### src/rtl/core/lmslu_pkg.sv
// lmslu_pkg: shared constants, config register codes, types and the saturation
// helper for the linear multistep latent update unit. No dependencies.
`default_nettype none

package lmslu_pkg;

    localparam int ORDER_MAX_DEF   = 4;
    localparam int LATENT_SIZE_DEF = 16384;
    localparam int NUM_COEFFS      = 4;
    localparam int DATA_W          = 32;
    localparam int FRAC_W          = 16;
    localparam int ORDER_W         = 3;
    localparam int CFG_IDX_W       = 3;
    localparam int QUEUE_DEPTH     = 2;
    localparam int SAT_W           = 64;

    // configuration register indexes
    localparam logic [CFG_IDX_W-1:0] REG_INV_SIGMA        = 3'd0;
    localparam logic [CFG_IDX_W-1:0] REG_ORDER            = 3'd1;
    localparam logic [CFG_IDX_W-1:0] REG_COEFF_NEWEST     = 3'd2;
    localparam logic [CFG_IDX_W-1:0] REG_COEFF_BACK_ONE   = 3'd3;
    localparam logic [CFG_IDX_W-1:0] REG_COEFF_BACK_TWO   = 3'd4;
    localparam logic [CFG_IDX_W-1:0] REG_COEFF_BACK_THREE = 3'd5;

    localparam logic [DATA_W-1:0]  INV_SIGMA_RST = 32'h0001_0000;
    localparam logic [ORDER_W-1:0] ORDER_RST     = 3'd4;

    localparam logic signed [SAT_W-1:0] SAT_HI = 64'sh0000_0000_7FFF_FFFF;
    localparam logic signed [SAT_W-1:0] SAT_LO = 64'shFFFF_FFFF_8000_0000;

    typedef struct packed {
        logic signed [DATA_W-1:0] sample;
        logic signed [DATA_W-1:0] prediction;
        logic                     last;
    } lmslu_data_t;

    typedef struct packed {
        logic [DATA_W-1:0]                  inv_sigma;
        logic [NUM_COEFFS-1:0][DATA_W-1:0]  coeff;
    } lmslu_arith_cfg_t;

    function automatic logic signed [DATA_W-1:0] sat32(input logic signed [SAT_W-1:0] v);
        logic signed [DATA_W-1:0] r;
        if (v > SAT_HI)
        begin
            r = SAT_HI[DATA_W-1:0];
        end
        else if (v < SAT_LO)
        begin
            r = SAT_LO[DATA_W-1:0];
        end
        else
        begin
            r = v[DATA_W-1:0];
        end
        return r;
    endfunction

endpackage

`default_nettype wire

### src/rtl/core/lmslu_front.sv
// lmslu_front: input side. Accepts elements, tracks element index, newest
// history slot and fill level, and tags each element. Uses lmslu_pkg.
`default_nettype none

module lmslu_front #(
    parameter int ORDER_MAX   = lmslu_pkg::ORDER_MAX_DEF,
    parameter int LATENT_SIZE = lmslu_pkg::LATENT_SIZE_DEF,
    localparam int IDX_W  = (LATENT_SIZE > 1) ? $clog2(LATENT_SIZE) : 1,
    localparam int SLOT_W = (ORDER_MAX > 1) ? $clog2(ORDER_MAX) : 1,
    localparam int CNT_W  = $clog2(ORDER_MAX + 1)
) (
    input  logic                          clk,
    input  logic                          rst_n,
    input  logic                          in_valid,
    input  logic                          in_last,
    output logic                          in_ready,
    input  logic [lmslu_pkg::ORDER_W-1:0] order,
    input  logic                          q_full,
    output logic                          q_push,
    output logic [IDX_W-1:0]              tag_idx,
    output logic [SLOT_W-1:0]             tag_slot,
    output logic [CNT_W-1:0]              tag_count
);

    import lmslu_pkg::*;

    localparam logic [ORDER_W:0] ORD_MAX_C = (ORDER_W + 1)'(ORDER_MAX);

    logic [IDX_W-1:0]  idx_reg, idx_next;
    logic [SLOT_W-1:0] slot_reg, slot_next;
    logic [CNT_W-1:0]  filled_reg, filled_next;
    logic [ORDER_W:0]  ord_ext;
    logic [ORDER_W:0]  ord_clamp;
    logic [CNT_W-1:0]  order_eff;
    logic [CNT_W:0]    fill_inc;
    logic [CNT_W-1:0]  count;

    assign in_ready = !q_full;
    assign q_push   = in_valid && !q_full;

    // history depth for this element: min(filled + 1, clamped order)
    always_comb
    begin
        ord_ext = {1'b0, order};
        if (ord_ext == '0)
        begin
            ord_clamp = (ORDER_W + 1)'(1);
        end
        else if (ord_ext > ORD_MAX_C)
        begin
            ord_clamp = ORD_MAX_C;
        end
        else
        begin
            ord_clamp = ord_ext;
        end
        order_eff = CNT_W'(ord_clamp);
        fill_inc  = {1'b0, filled_reg} + (CNT_W + 1)'(1);
        count     = (fill_inc > {1'b0, order_eff}) ? order_eff : fill_inc[CNT_W-1:0];
    end

    always_comb
    begin
        idx_next    = idx_reg;
        slot_next   = slot_reg;
        filled_next = filled_reg;
        if (q_push)
        begin
            if (in_last)
            begin
                idx_next    = '0;
                filled_next = count;
                slot_next   = (slot_reg == SLOT_W'(ORDER_MAX - 1)) ? '0 : slot_reg + SLOT_W'(1);
            end
            else
            begin
                idx_next = (idx_reg == IDX_W'(LATENT_SIZE - 1)) ? '0 : idx_reg + IDX_W'(1);
            end
        end
    end

    always_ff @(posedge clk or negedge rst_n)
    begin
        if (!rst_n)
        begin
            idx_reg    <= '0;
            slot_reg   <= '0;
            filled_reg <= '0;
        end
        else
        begin
            idx_reg    <= idx_next;
            slot_reg   <= slot_next;
            filled_reg <= filled_next;
        end
    end

    assign tag_idx   = idx_reg;
    assign tag_slot  = slot_reg;
    assign tag_count = count;

endmodule

`default_nettype wire

### config.mk
export PLATFORM = sky130hd
export DESIGN_NAME = lmslu_front
export DESIGN_NICKNAME = d
export VERILOG_FILES = /design/src/rtl/core/lmslu_pkg.sv /design/src/rtl/core/lmslu_front.sv
export SDC_FILE = /design/constraint.sdc
export NUM_CORES = 1
export LEC_CHECK = 0
export BUFFER_PORTS_ARGS = -buffer_cell sky130_fd_sc_hd__buf_2
export CAP_MARGIN = 20
export CELL_PAD_IN_SITES_DETAIL_PLACEMENT = 0
export CELL_PAD_IN_SITES_GLOBAL_PLACEMENT = 1
export CORE_ASPECT_RATIO = 0.9
export CORE_UTILIZATION = 39
export CTS_CLUSTER_SIZE = 40
export DETAILED_ROUTE_END_ITERATION = 16
export PLACE_DENSITY = 0.88
export SLEW_MARGIN = 20
export SYNTH_ARGS = -nofsm -noshare
export SYNTH_HDL_FRONTEND = slang
export SYNTH_SLANG_ARGS = --single-unit
export TNS_END_PERCENT = 5
### constraint.sdc
create_clock -name clk -period 3.1 [get_ports clk]
set_input_delay 0.775 -clock clk [delete_from_list [all_inputs] [get_ports clk]]
set_output_delay 0.775 -clock clk [all_outputs]
set_load 0.05 [all_outputs]
# Word-level counts from Yosys, hierarchy flattened
# Cells that the tools add are included.
[totals]
register_bits = 19
output_inout_bits = 21
[classes]
addsub = 3
n_lt_le_gt_ge = 2
n_eq_ne = 2
n_mux = 6
n_reduce_logical = 4
[op_table]
columns = ["operator", "count"]
rows = [
  ["$mux W14", 2],
  ["$add A14 B1 Y14 const B", 1],
  ["$eq A14 B14 Y1 const B", 1],
  ["$mux W3", 3],
  ["$add A3 B1 Y4 const B", 1],
  ["$gt A4 B3 Y1", 1],
  ["$gt A3 B3 Y1 const B", 1],
  ["$logic_not A3 Y1", 1],
  ["$add A2 B1 Y2 const B", 1],
  ["$eq A2 B2 Y1 const B", 1],
  ["$mux W2", 1],
  ["$reduce_and A2 Y1", 1],
  ["$logic_and A1 B1 Y1", 1],
  ["$logic_not A1 Y1", 1],
]

# Depth between registers and ports, before layout
[logic_depth]
ltp_word = 5
ltp_mapped = 8
ltp_nobuf = 8

# Worst setup path before layout
# OpenSTA, ideal clock, no wires.
[synth_timing]
path_kind = "input-to-output"
startpoint = "in order[0] in the netlist's numbering"
endpoint = "out tag_count[1]"
arrival_ns = 2.654
required_ns = 2.325
path_slack_ns = -0.329
stages = 8
cell_sequence = "inv_1 a21o_1 inv_1 ha_1 and3_1 a21oi_1 nor2_1 mux2i_1"
[synth_via]
elab_chain_cells = 5
[synth_rtl]
columns = ["element", "line", "text"]
rows = [
  ["from (decl)", "lmslu_front.sv:17", "input logic [lmslu_pkg::ORDER_W-1:0] order,"],
  ["$gt A3 B3 Y1", "lmslu_front.sv:49", "else if (ord_ext > ORD_MAX_C)"],
  ["$mux W3", "lmslu_front.sv:49", ""],
  ["$mux W3 (*)", "lmslu_front.sv:45", "if (ord_ext == '0)"],
  ["$gt A4 B3 Y1", "lmslu_front.sv:59", "count = (fill_inc > {1'b0, order_eff}) ? order_eff : fill_inc[CNT_W-1:0];"],
  ["$mux W3 (*)", "lmslu_front.sv:59", ""],
  ["to (decl)", "lmslu_front.sv:22", "output logic [CNT_W-1:0] tag_count"],
]
# Mark *: on every way between the ends. The rest lies on a longest branch, timed or not.

# Worst setup path in the final report
[layout_timing]
startpoint = "reg filled_reg[1]"
endpoint = "out tag_count[2]"
[layout_via]
elab_chain_cells = 3
[layout_rtl]
columns = ["element", "line", "text"]
rows = [
  ["from (decl)", "lmslu_front.sv:31", "logic [CNT_W-1:0] filled_reg, filled_next;"],
  ["from (signal assigned)", "lmslu_front.sv:94", "filled_reg <= filled_next;"],
  ["$add A3 B1 Y4 (*)", "lmslu_front.sv:58", "fill_inc = {1'b0, filled_reg} + (CNT_W + 1)'(1);"],
  ["$gt A4 B3 Y1", "lmslu_front.sv:59", ""],
  ["$mux W3 (*)", "lmslu_front.sv:59", ""],
]
# Marks and branches as above.

==> flow_metrics.py <==
metrics = {
    "worst_hold_path": {
        "hp-class": "in -> async",
    },
    "detailed_routing": {
        "drtPass1Iterations": 4,
        "dr_total_vias": 1133,
        "totalWireLength_um": 2900,
        "wl_per_cell_um": 13.9,
        "drc": 0,
        "vias_per_cell": 5.45,
        "drtIter0Drc": 72,
        "antenna_left": 0,
    },
    "outcome": {
        "outcome": "complete, no violations",
    },
    "timing": {
        "maxSlewViolCount": 0,
        "hold_viol": 0,
        "slew_headroom": 0.636,
        "clock_skew_ps": 12.4,
        "clock.fmax_mhz": 331,
        "worst_slew_pin_slew_ps": 542,
        "period_minus_slack_ps": 3020,
        "fin_hold_ws_ps": 386,
        "period_share": 0.973,
        "finalSetupViolations": 0,
        "rsz0062_at_grt": "yes",
    },
    "synth": {
        "syn_inst": 133,
        "avgSynthCellArea_sq_um": 9.11,
        "ys.flop_type": "dfrtp_1",
        "syn-num-nets": 147,
        "syn_area_sq_um": 1210,
        "ys_types": 36,
        "synth_seq_area_share": 0.393,
        "ys_ff_latch": 19,
        "synth-edff-count": 0,
        "async_reset_ff_frac": 1.00,
        "ys_warn_count": 0,
    },
    "job": {
        "max-cap-violations": 0,
    },
    "cells_and_area": {
        "layout.cells.non_filler": 208,
        "multi_input_area_sq_um": 774,
        "diodes": 0,
        "mostFrequentLayoutCells": "buf_2, dfrtp_1, nand2_1, nand3_1, inv_1",
        "fillers": 264,
        "largest_register_ff_count": 14,
        "drive_above_1_share": 0.310,
        "nNetsFinal": 183,
        "ff_latch_area_sq_um": 475,
        "mostFrequentLayoutCell": "buf_2",
        "area_growth_pct": 28.0,
    },
    "clock_tree": {
        "path_clk_slew_ps": 120,
        "insertion_delay_ps": 310,
        "clockRootBuffer": "clkbuf_4",
        "numCtsBuffers": 3,
        "clk_path_buf_depth": 2,
        "cts_tree": "built",
        "h-tree-depth": 1,
        "cts.sinks": 19,
    },
    "floorplanning": {
        "die_h_um": 54.9,
        "initial_utilization": 0.427,
        "die_w_um": 60.7,
        "rows": 18,
        "pin_count": 29,
        "core_area_sq_um": 2840,
        "die_area_sq_um": 3330,
    },
    "global_route": {
        "antenna_found_initial": 0,
        "grt_overflow_total": 0,
        "grt_pass1_wl_um": 4930,
        "grt_use_total": 0.198,
        "grt_pass1_vias": 1103,
        "grt_max_degree": 20,
    },
    "place": {
        "place_inst": 203,
        "gp_congestion": 0.739,
        "port-buffer-count": 28,
        "dpl.hpwl_um": 2090,
    },
    "worst_setup_path": {
        "crit_type": "reg -> out",
        "reg2reg_slack_ps": 930,
        "crit_path_end_kind": "output pin",
        "crit_arrival_ps": 2240,
        "crit_required_ps": 2320,
        "r2r_end": "filled_reg[1]",
        "crit_path_max_fanout": 4,
        "r2r_start": "filled_reg[1]",
        "reg2regPathDepth": 8,
        "start_kind": "register",
    },
    "pwr": {
        "p_leak_nw": 0.761,
        "power_density_nw_per_um2": 1060,
        "vdd_drop_max_v": 0.000686,
    },
}
-- logic make-up (layout without fill, tap and decap cells) --
kind of cell / after synthesis / after routing / synth area share
compound gates: 31 / 31 / 0.161
simple gates: 60 / 60 / 0.291
fa+ha+maj: 6 / 6 / 0.0620
xor+xnor: 4 / 4 / 0.0289
buf+inv: 10 / 45 / 0.0372
mux: 3 / 3 / 0.0269
flops: 19 / 19 / 0.393
-- layer usage --
| metal | wire [um] | vias to the layer above | track usage | part of all wire |
|---|---|---|---|---|
| met1 | 1370 | 546 | 0.255 | 0.47 |
| met5 | 0 | - | 0 | 0 |
| met2 | 1420 | 25 | 0.341 | 0.49 |
| li1 | - | 560 | - | - |
| met4 | 17 | 0 | 0.0227 | 0.0059 |
| met3 | 95 | 2 | 0.0544 | 0.033 |
-- cell type report --
class | count | area share
clock buffer | 3 | 0.0145
multi-input combinational | 104 | 0.500
inverter | 8 | 0.0194
timing repair buffer | 33 | 0.124
tap | 40 | 0.0323
sequential | 19 | 0.307
clock inverter | 1 | 0.00323
-- cells in the mapped netlist (all sizes together) (4+ instances only) --
| cell type | n | area, sq um |
|---|---|---|
| a21oi | 7 | 35.0 |
| and3 | 7 | 46.3 |
| dfrtp | 19 | 475 |
| ha | 6 | 75.1 |
| inv | 8 | 30.0 |
| nand2 | 12 | 45.0 |
| nand2b | 5 | 31.3 |
| nand3 | 11 | 55.1 |
| nand3b | 4 | 30.0 |
| nand4 | 4 | 46.3 |
| nor2 | 6 | 22.5 |
| o21ai | 9 | 45.0 |
| o31ai | 4 | 30.0 |
| or3 | 4 | 25.0 |
| xor2 | 4 | 35.0 |
-- critical path, cell delays in order, from the launching register on --
cell      delay (ps)
dfrtp_1          440
ha_4             190
xor2_2           160
ha_4             300
nand3b_1         140
a21oi_4          240
nor2_4            70
a22o_1           240
buf_6            150
-- power by group --
group | internal [W] | leakage [nW] | switching, W
Sequential | 0.000303 | 0.241 | 0.0000758
Combinational | 0.000451 | 0.503 | 0.000683
Clock | 0.0000481 | 0.0177 | 0.0000814
-- timing repair --
item                       4_1_cts  5_1_grt
setup buffers                    0        1
setup endpoints to repair        3        3
gates resized for setup         11        6
hold endpoints to repair         0        0
hold buffers                     0        0
pin swaps                        3        0
-- metrics by stage --
stage / power (W) / instance area, sq um / setup WS, ps / TNS, ps / util
3_3_place_gp: 0.00126 / 1430 / -28.8 / -39.1 / 0.505
6_report: 0.00164 / 1550 / 82.7 / 0 / 0.546
5_1_grt: 0.00175 / 1550 / -24.2 / -24.2 / 0.546
2_1_floorplan: 0.00105 / 1230 / -69.5 / -116 / -
3_5_place_dp: 0.00129 / 1430 / -154 / -345 / 0.505
4_1_cts: 0.00154 / 1500 / 6.38 / 0 / 0.530
-- worst max path at each step --
| stage | end | slack, ps | from |
|---|---|---|---|
| detailed placement | tag_count[1] | -150 | order[0] |
| finish | tag_count[2] | 80 | filled_reg[1] |
| CTS | tag_count[0] | 6 | filled_reg[0] |
| global placement | tag_count[1] | -30 | order[0] |
| floorplan | tag_count[2] | -70 | order[2] |
| global route | tag_count[2] | -20 | filled_reg[1] |
Power figures use the tool's default switching activity.
