File: src/rtl/core/lmslu_fifo.sv
// lmslu_fifo: short register queue between the front and back parts.
// Depends on nothing but its parameters.
`default_nettype none

module lmslu_fifo #(
    parameter int WIDTH = 8,
    parameter int DEPTH = 2
) (
    input  logic             clk,
    input  logic             rst_n,
    input  logic             push,
    input  logic [WIDTH-1:0] push_data,
    input  logic             pop,
    output logic [WIDTH-1:0] pop_data,
    output logic             full,
    output logic             empty
);

    localparam int PTR_W = (DEPTH > 1) ? $clog2(DEPTH) : 1;
    localparam int CNT_W = $clog2(DEPTH + 1);

    logic [WIDTH-1:0] mem_reg [DEPTH];
    logic [PTR_W-1:0] wr_ptr_reg, wr_ptr_next;
    logic [PTR_W-1:0] rd_ptr_reg, rd_ptr_next;
    logic [CNT_W-1:0] cnt_reg, cnt_next;

    always_comb
    begin
        wr_ptr_next = wr_ptr_reg;
        rd_ptr_next = rd_ptr_reg;
        cnt_next    = cnt_reg;
        if (push)
        begin
            wr_ptr_next = (wr_ptr_reg == PTR_W'(DEPTH - 1)) ? '0 : wr_ptr_reg + PTR_W'(1);
        end
        if (pop)
        begin
            rd_ptr_next = (rd_ptr_reg == PTR_W'(DEPTH - 1)) ? '0 : rd_ptr_reg + PTR_W'(1);
        end
        if (push && !pop)
        begin
            cnt_next = cnt_reg + CNT_W'(1);
        end
        else if (pop && !push)
        begin
            cnt_next = cnt_reg - CNT_W'(1);
        end
    end

    always_ff @(posedge clk or negedge rst_n)
    begin
        if (!rst_n)
        begin
            wr_ptr_reg <= '0;
            rd_ptr_reg <= '0;
            cnt_reg    <= '0;
        end
        else
        begin
            wr_ptr_reg <= wr_ptr_next;
            rd_ptr_reg <= rd_ptr_next;
            cnt_reg    <= cnt_next;
        end
    end

    always_ff @(posedge clk)
    begin
        if (push)
        begin
            mem_reg[wr_ptr_reg] <= push_data;
        end
    end

    assign pop_data = mem_reg[rd_ptr_reg];
    assign full     = (cnt_reg == CNT_W'(DEPTH));
    assign empty    = (cnt_reg == '0);

endmodule

`default_nettype wire

File: config.mk
export PLATFORM = sky130hd
export DESIGN_NAME = lmslu_fifo
export DESIGN_NICKNAME = d
export VERILOG_FILES = /design/src/rtl/core/lmslu_fifo.sv
export SDC_FILE = /design/constraint.sdc
export NUM_CORES = 1
export LEC_CHECK = 0
export ABC_AREA = 1
export BUFFER_PORTS_ARGS = -buffer_cell sky130_fd_sc_hd__buf_4
export CAP_MARGIN = 30
export CORE_UTILIZATION = 40
export DETAILED_ROUTE_END_ITERATION = 10
export HOLD_SLACK_MARGIN = 0.03
export PLACE_DENSITY = 0.64
export SLEW_MARGIN = 20
export SYNTH_ARGS = -nofsm -noshare
export SYNTH_HDL_FRONTEND = slang
export SYNTH_SLANG_ARGS = --single-unit
File: constraint.sdc
create_clock -name clk -period 1.87 [get_ports clk]
set_input_delay 0.187 -clock clk [delete_from_list [all_inputs] [get_ports clk]]
set_output_delay 0.187 -clock clk [all_outputs]
set_load 0.03 [all_outputs]
After elaboration in Yosys (flattened, before gate mapping)
Memories as Yosys holds them, arrays and structs flattened.
Cells that the tools add are included.
{ "op_classes": {"addsub": 4, "eq_ne": 1, "mux": 6, "reduce_logical": 6} }
{ "op_table": {"columns": ["op", "n"], "rows": [
  ["$mux W1", 4],
  ["$mux W2", 2],
  ["$add A1 B1 Y1 const B", 2],
  ["$add A2 B1 Y2 const B", 1],
  ["$eq A2 B2 Y1 const B", 1],
  ["$logic_and A1 B1 Y1", 2],
  ["$logic_not A1 Y1", 2],
  ["$logic_not A2 Y1", 1],
  ["$reduce_bool A2 Y1", 1],
  ["$sub A2 B1 Y2 const B", 1]
]} }
{ "totals": {"ff_bits": 4, "ramBits": 16, "in_bits": 12, "out_inout_bits": 10, "mem_count": 1} }
{ "memory_table": {"columns": ["memory", "words", "word_bits", "rd", "rd_ports_with_merged_regs", "write_ports", "line_no", "rtl"], "rows": [
  ["mem_reg", 2, 8, 1, 0, 1, "22", "logic [WIDTH-1:0] mem_reg [DEPTH];"]
]} }

Longest topological paths before layout
Gate-level depths: netlist (run 1).
{ "logic_depth": {"depth_word": 4, "depth_mapped": 7, "depth_no_buf": 7} }

Least setup slack after synthesis (run 1)
OpenSTA, ideal clock, no wires.
{ "synth_timing": {"path_type": "register to register", "start": "reg wr_ptr_reg", "end": "mem mem_reg[0][0] (enable)", "setup_time_ns": 0.370, "t_arrival_ns": 0.774, "slack_ns": 0.726, "path_stages_with_launch": 2, "n_path_buf": 0, "period_less_slack_ns": 1.144, "cell_sequence": "dfrtp_1 nor2_1"} }
{ "synth_rtl": {"columns": ["element", "line_no", "rtl"], "rows": [
  ["from (decl)", "23", "logic [PTR_W-1:0] wr_ptr_reg, wr_ptr_next;"],
  ["from (signal assigned)", "60", "wr_ptr_reg <= wr_ptr_next;"],
  ["to (decl)", "22", null]
]} }
No word-level cell before the write port.

Worst setup path after layout (run 1)
{ "layout_timing": {"start": "reg rd_ptr_reg", "end": "out pop_data[3]"} }
{ "layout_between": {"elab_chain_cells": 1} }
{ "layout_rtl": {"columns": ["element", "line_no", "rtl"], "rows": [
  ["from (decl)", "24", "logic [PTR_W-1:0] rd_ptr_reg, rd_ptr_next;"],
  ["from (signal assigned)", "61", "rd_ptr_reg <= rd_ptr_next;"],
  ["$mem_v2 Z2 W8", null, null],
  ["to (decl)", "14", "output logic [WIDTH-1:0] pop_data,"]
]} }
No other way between the ends.

==> results_dict.tcl, run 1 <==
set metrics [dict create \
    cts_made_buffers 3 \
    fin_crit_ns 1.68 \
    p_total_uw 1590 \
    postCtsHoldBufs 1 \
    synth_area_leader_cell "edfxtp_1" \
    largest_reg_flops 16 \
    ys_warn_count 0 \
    p_per_area_nw_per_um2 1510 \
    relSlewSlack 0.659 \
    layout_commonest_cell "buf_4" \
    drt_iter0_markers 4 \
    finalHoldViolCount 0 \
    place_ws_ns 0.517 \
    cts_buffer_depth 2 \
    ys_seq_elements 20 \
    path_cells "mux2_4 -> buf_4" \
    setup_violations 0 \
    worstPathMaxFanout 9 \
    fmax_mhz 597 \
    netlist_area_um2 818 \
    slowest_delay_ns 0.68 \
    worstPathArrival_ns 1.49 \
    die_h_um 47.2 \
    cts_setup_buffers 0 \
    root_buffer "clkbuf_4" \
    antenna_found_initial 0 \
    viasPerCell 4.39 \
    synth_area_leaders "edfxtp_1 59%, mux2_4 15%, dfrtp_1 12%" \
    ir_drop_mv 0.682 \
    cts_tree "done" \
    wl_per_cell_um 11.0 \
    fin_nets 90 \
    fin_ws_ns 0.194 \
    vias 443 \
    grt_pass1_vias 388 \
    dp_hpwl_um 790 \
    clk_pin_slew_ns 0.11 \
    worst_pin_slew_ns 0.512 \
    initial_core_util 0.449 \
    final_antenna_net_count 0 \
    synth_top_cell_area_share 0.587 \
    die_area_um2 2230 \
    die_x_um 47.2 \
    worstSetupEndpointType "output pin" \
    crit_path_top_delay_cell "dfrtp_1" \
    antenna_cells 0 \
    overflow 0 \
    area_growth_pct 28.3 \
    critPathKind "reg -> out" \
    pin_count 22 \
    drv_slew 0 \
    post_cts_resized 0 \
    track_usage 0.117 \
    critPathTopFamily "flip-flops" \
    htree_levels 1 \
    grt_first_pass_wirelength_um 1660 \
    io_buffers 21 \
    crit_required_ns 1.68 \
    syn_nets 63 \
    drc 0 \
    static-leakage-power_uw 0.000473 \
    drv_cap 0 \
    core_area_um2 1820 \
    hp-class "in -> reg" \
    min_period_over_period 0.896 \
    cts.sinks 20 \
    synth_area_per_cell_um2 16.4 \
    drt_wl_total_um 1120 \
    final_cell_mix "22 x buf_4, 16 x edfxtp_1, 8 x mux2_4" \
    clk_latency_ns 0.30 \
    status "finished clean" \
    gp_congestion 0.621 \
    cp.buffers_inverters 1 \
    setup_tns_ns 0 \
    fin_worst_skew_ns 0.00260 \
    fin_util 0.577 \
    firstDrtPassIters 2 \
    grt_start_max_net_pins 12 \
    crit_path_start_kind "flop" \
    synthCells 50 \
    num_rows 15 \
    ys_seq_area_frac 0.709 \
    rsz0062_at_grt "no" \
    drive_above_1_share 0.447 \
    ys_types 12 \
]
## worst reg2reg max path, delay by kind of cell, from the launching register on
family                 cells  cell delay (ns)
flip-flops                 1             0.42
buffers and inverters      1             0.22
AND/OR/NAND/NOR            1             0.29
## logic make-up (layout without fill, tap and decap cells)
logic type | Yosys count | count (layout) | synth area share
buffers and inverters | 8 | 34 | 0.0459
adders and majority gates | 1 | 1 | 0.0153
muxes | 8 | 8 | 0.147
xor gates and xnor gates | 3 | 3 | 0.0321
and+or+nand+nor | 10 | 10 | 0.0505
DFF | 20 | 20 | 0.709
## routing by layer
layer  GRT usage  vias to the layer above  wire [um]
met1       0.161                      203        548
met5           0                        -          0
met4      0.0857                        0         10
met2       0.148                       15        505
li1            -                      223          -
met3      0.0462                        2         52
## power breakdown
| part | internal (uW) | total (uW) | switching (uW) | leakage, uW |
|---|---|---|---|---|
| sequential | 603 | 705 | 102 | 0.000197 |
| combinational | 303 | 633 | 329 | 0.000254 |
| clock | 119 | 248 | 129 | 0.0000210 |
| total | 1030 | 1590 | 560 | 0.000473 |
## metrics by stage
stage / instances / hold slack (ns) / area (um^2)
after floorplan: 50 / -0.109 / 818
after global placement: 96 / -0.0129 / 1000
after detailed placement: 96 / -0.0118 / 1000
after CTS: 101 / 0.0558 / 1050
after global routing: 101 / 0.0443 / 1050
final: 101 / 0.0602 / 1050
## cells in the mapped netlist
cell / count
edfxtp_1: 16
mux2_4: 8
inv_1: 7
nand2_1: 5
dfrtp_1: 4
nor2_1: 3
xor2_1: 2
buf_6: 1
ha_1: 1
nand3_1: 1
nand4_1: 1
xnor2_1: 1
## final cells by class
cell class | count | area [um^2]
Tap cell | 25 | 31.3
Sequential cell | 20 | 581
Inverter | 7 | 26.3
Multi-Input combinational cell | 22 | 200
Clock buffer | 4 | 36.3
Timing Repair Buffer | 23 | 175
Fill cell | 155 | 771
## worst paths after layout
check	end	slack, ns	depth (start not counted)	start
setup / recovery	pop_data[3]	0.19	2	rd_ptr_reg$_DFFE_PN0P_
hold / removal	rd_ptr_reg$_DFFE_PN0P_	0.06	2	pop
setup reg to reg	mem_reg[0][1]$_DFFE_PP_	0.66	2	wr_ptr_reg$_DFFE_PN0P_
hold reg to reg	wr_ptr_reg$_DFFE_PN0P_	0.51	1	wr_ptr_reg$_DFFE_PN0P_
max in group asynchronous	rd_ptr_reg$_DFFE_PN0P_	1.57	2	rst_n
min in group asynchronous	cnt_reg[0]$_DFFE_PN0P_	0.21	2	rst_n
(Power assumes the default switching activity.)
==> run 2, diff against run 1 <==
--- a/config.mk
+++ b/config.mk
@@ -6,12 +6,12 @@
 export NUM_CORES = 1
 export LEC_CHECK = 0
 export ABC_AREA = 1
-export BUFFER_PORTS_ARGS = -buffer_cell sky130_fd_sc_hd__buf_4
 export CAP_MARGIN = 30
 export CORE_UTILIZATION = 40
 export DETAILED_ROUTE_END_ITERATION = 10
+export DONT_BUFFER_PORTS = 1
 export HOLD_SLACK_MARGIN = 0.03
-export PLACE_DENSITY = 0.64
+export PLACE_DENSITY = 0.54
 export SLEW_MARGIN = 20
 export SYNTH_ARGS = -nofsm -noshare
 export SYNTH_HDL_FRONTEND = slang
==> results_dict.tcl, run 2 (same netlist as run 1, synthesis figures left out) <==
set metrics [dict create \
    status "finished clean" \
    die_area_um2 2230 \
    track_usage 0.128 \
    fin_crit_ns 1.58 \
    cts.sinks 20 \
    timing.rr.end "mem_reg[1][3]$_DFFE_PP_" \
    firstDrtPassIters 2 \
    final_cell_mix "16 x edfxtp_1, 11 x dlygate4sd3_1, 8 x mux2_4" \
    crit_path_top_delay_cell "dfrtp_1" \
    dr_wl_met3_um 53 \
    antenna_cells 0 \
    cp.buffers_inverters 0 \
    drv_slew 0 \
    initial_core_util 0.449 \
    fin_nets 79 \
    dp_hpwl_um 822 \
    worst_pin_slew_ns 0.561 \
    crit_required_ns 1.68 \
    finalHoldViolCount 0 \
    clk_pin_slew_ns 0.11 \
    clk_latency_ns 0.29 \
    critPathKind "reg -> out" \
    root_buffer "clkbuf_4" \
    p_total_uw 1560 \
    io_buffers 0 \
    overflow 0 \
    path_cells "mux2_4" \
    area_growth_pct 23.2 \
    reg2reg_slack_ns 0.84 \
    crit_path_start_kind "flop" \
    die_x_um 47.2 \
    min_period_over_period 0.845 \
    cts_setup_buffers 0 \
    ir_drop_mv 0.751 \
    setup_tns_ns 0 \
    antenna_found_initial 0 \
    viasPerCell 4.62 \
    worstSetupEndpointType "output pin" \
    htree_levels 1 \
    drv_cap 0 \
    hold_path_startpoint "push" \
    drc 0 \
    relSlewSlack 0.625 \
    cts_tree "done" \
    wl_per_cell_um 12.9 \
    grt_first_pass_wirelength_um 1810 \
    gp_congestion 0.574 \
    drive_above_1_share 0.200 \
    rsz0062_at_grt "no" \
    wl_met2_um 678 \
    ff2ff_path_depth 2 \
    vias 416 \
    r2r-start "wr_ptr_reg$_DFFE_PN0P_" \
    dp_cells 75 \
    grt_start_max_net_pins 13 \
    min_to "cnt_reg[0]$_DFFE_PN0P_" \
    worstPathMaxFanout 9 \
    drt_wl_total_um 1160 \
    core_area_um2 1820 \
    pin_count 22 \
    setup_violations 0 \
    largest_reg_flops 16 \
    critPathTopFamily "flip-flops" \
    holdPathStages 2 \
    hp-class "in -> reg" \
    fillCellCount 146 \
    num_rows 15 \
    cts_buffer_depth 2 \
    die_h_um 47.2 \
    drt_iter0_markers 1 \
    worstPathArrival_ns 1.39 \
    cts_made_buffers 3 \
    fin_cells 90 \
    layout_commonest_cell "edfxtp_1" \
    slowest_delay_ns 0.70 \
    top_layer "met3" \
    fmax_mhz 633 \
    p_per_area_nw_per_um2 1550 \
    fin_worst_skew_ns 0.000611 \
    static-leakage-power_uw 0.000420 \
    final_antenna_net_count 0 \
    wl_met1_um 428 \
    grt_pass1_vias 437 \
]
## run 2: changes by cell type in the layout (fill, tap and decap cells not counted), sizes merged
cell / change
buf: -21
dlygate4sd3: +10
bufinv: +1
clkbuf: -1
## run 2: final cells by class
| class | count | area [um^2] | share of cell area |
|---|---|---|---|
| Timing Repair Buffer | 12 | 118 | 0.117 |
| Clock inverter | 1 | 30.0 | 0.0298 |
| Clock buffer | 3 | 22.5 | 0.0223 |
| Inverter | 7 | 26.3 | 0.0261 |
| Multi-Input combinational cell | 22 | 200 | 0.199 |
| Sequential cell | 20 | 581 | 0.576 |
| Tap cell | 25 | 31.3 | 0.0310 |
## run 2: how the worst max path moves through the flow
| stage | startpoint | endpoint | depth (start not counted) |
|---|---|---|---|
| after floorplan | wr_ptr_reg$_DFFE_PN0P_ | mem_reg[0][0]$_DFFE_PP_ | 1 |
| after global placement | rd_ptr_reg$_DFFE_PN0P_ | pop_data[1] | 1 |
| after detailed placement | rd_ptr_reg$_DFFE_PN0P_ | pop_data[6] | 1 |
| after CTS | rd_ptr_reg$_DFFE_PN0P_ | pop_data[6] | 1 |
| after global routing | rd_ptr_reg$_DFFE_PN0P_ | pop_data[4] | 1 |
| final | rd_ptr_reg$_DFFE_PN0P_ | pop_data[5] | 1 |
## run 2: per-stage QoR
stage | cell area (um^2) | util | setup WS [ns] | hold slack, ns
after floorplan | 818 | - | 0.726 | -0.109
after global placement | 846 | 0.465 | 0.639 | -0.108
after detailed placement | 846 | 0.465 | 0.616 | -0.109
after CTS | 1010 | 0.554 | 0.273 | 0.127
after global routing | 1010 | 0.554 | 0.217 | 0.121
final | 1010 | 0.554 | 0.290 | 0.141
## run 2: where the power goes
part | internal (uW) | switching (uW) | total (uW)
combinational | 198 | 313 | 511
sequential | 603 | 102 | 705
clock | 216 | 126 | 343
## run 2: layer usage
metal  up-vias  GRT usage
met5         -          0
met4         0     0.0514
met2        12      0.230
li1        203          -
met3         0     0.0615
met1       201      0.126
## run 2: what timing repair did
item                      CTS  global route
hold buffers               11             0
resized for setup           0             0
hold endpoints to repair   22             0
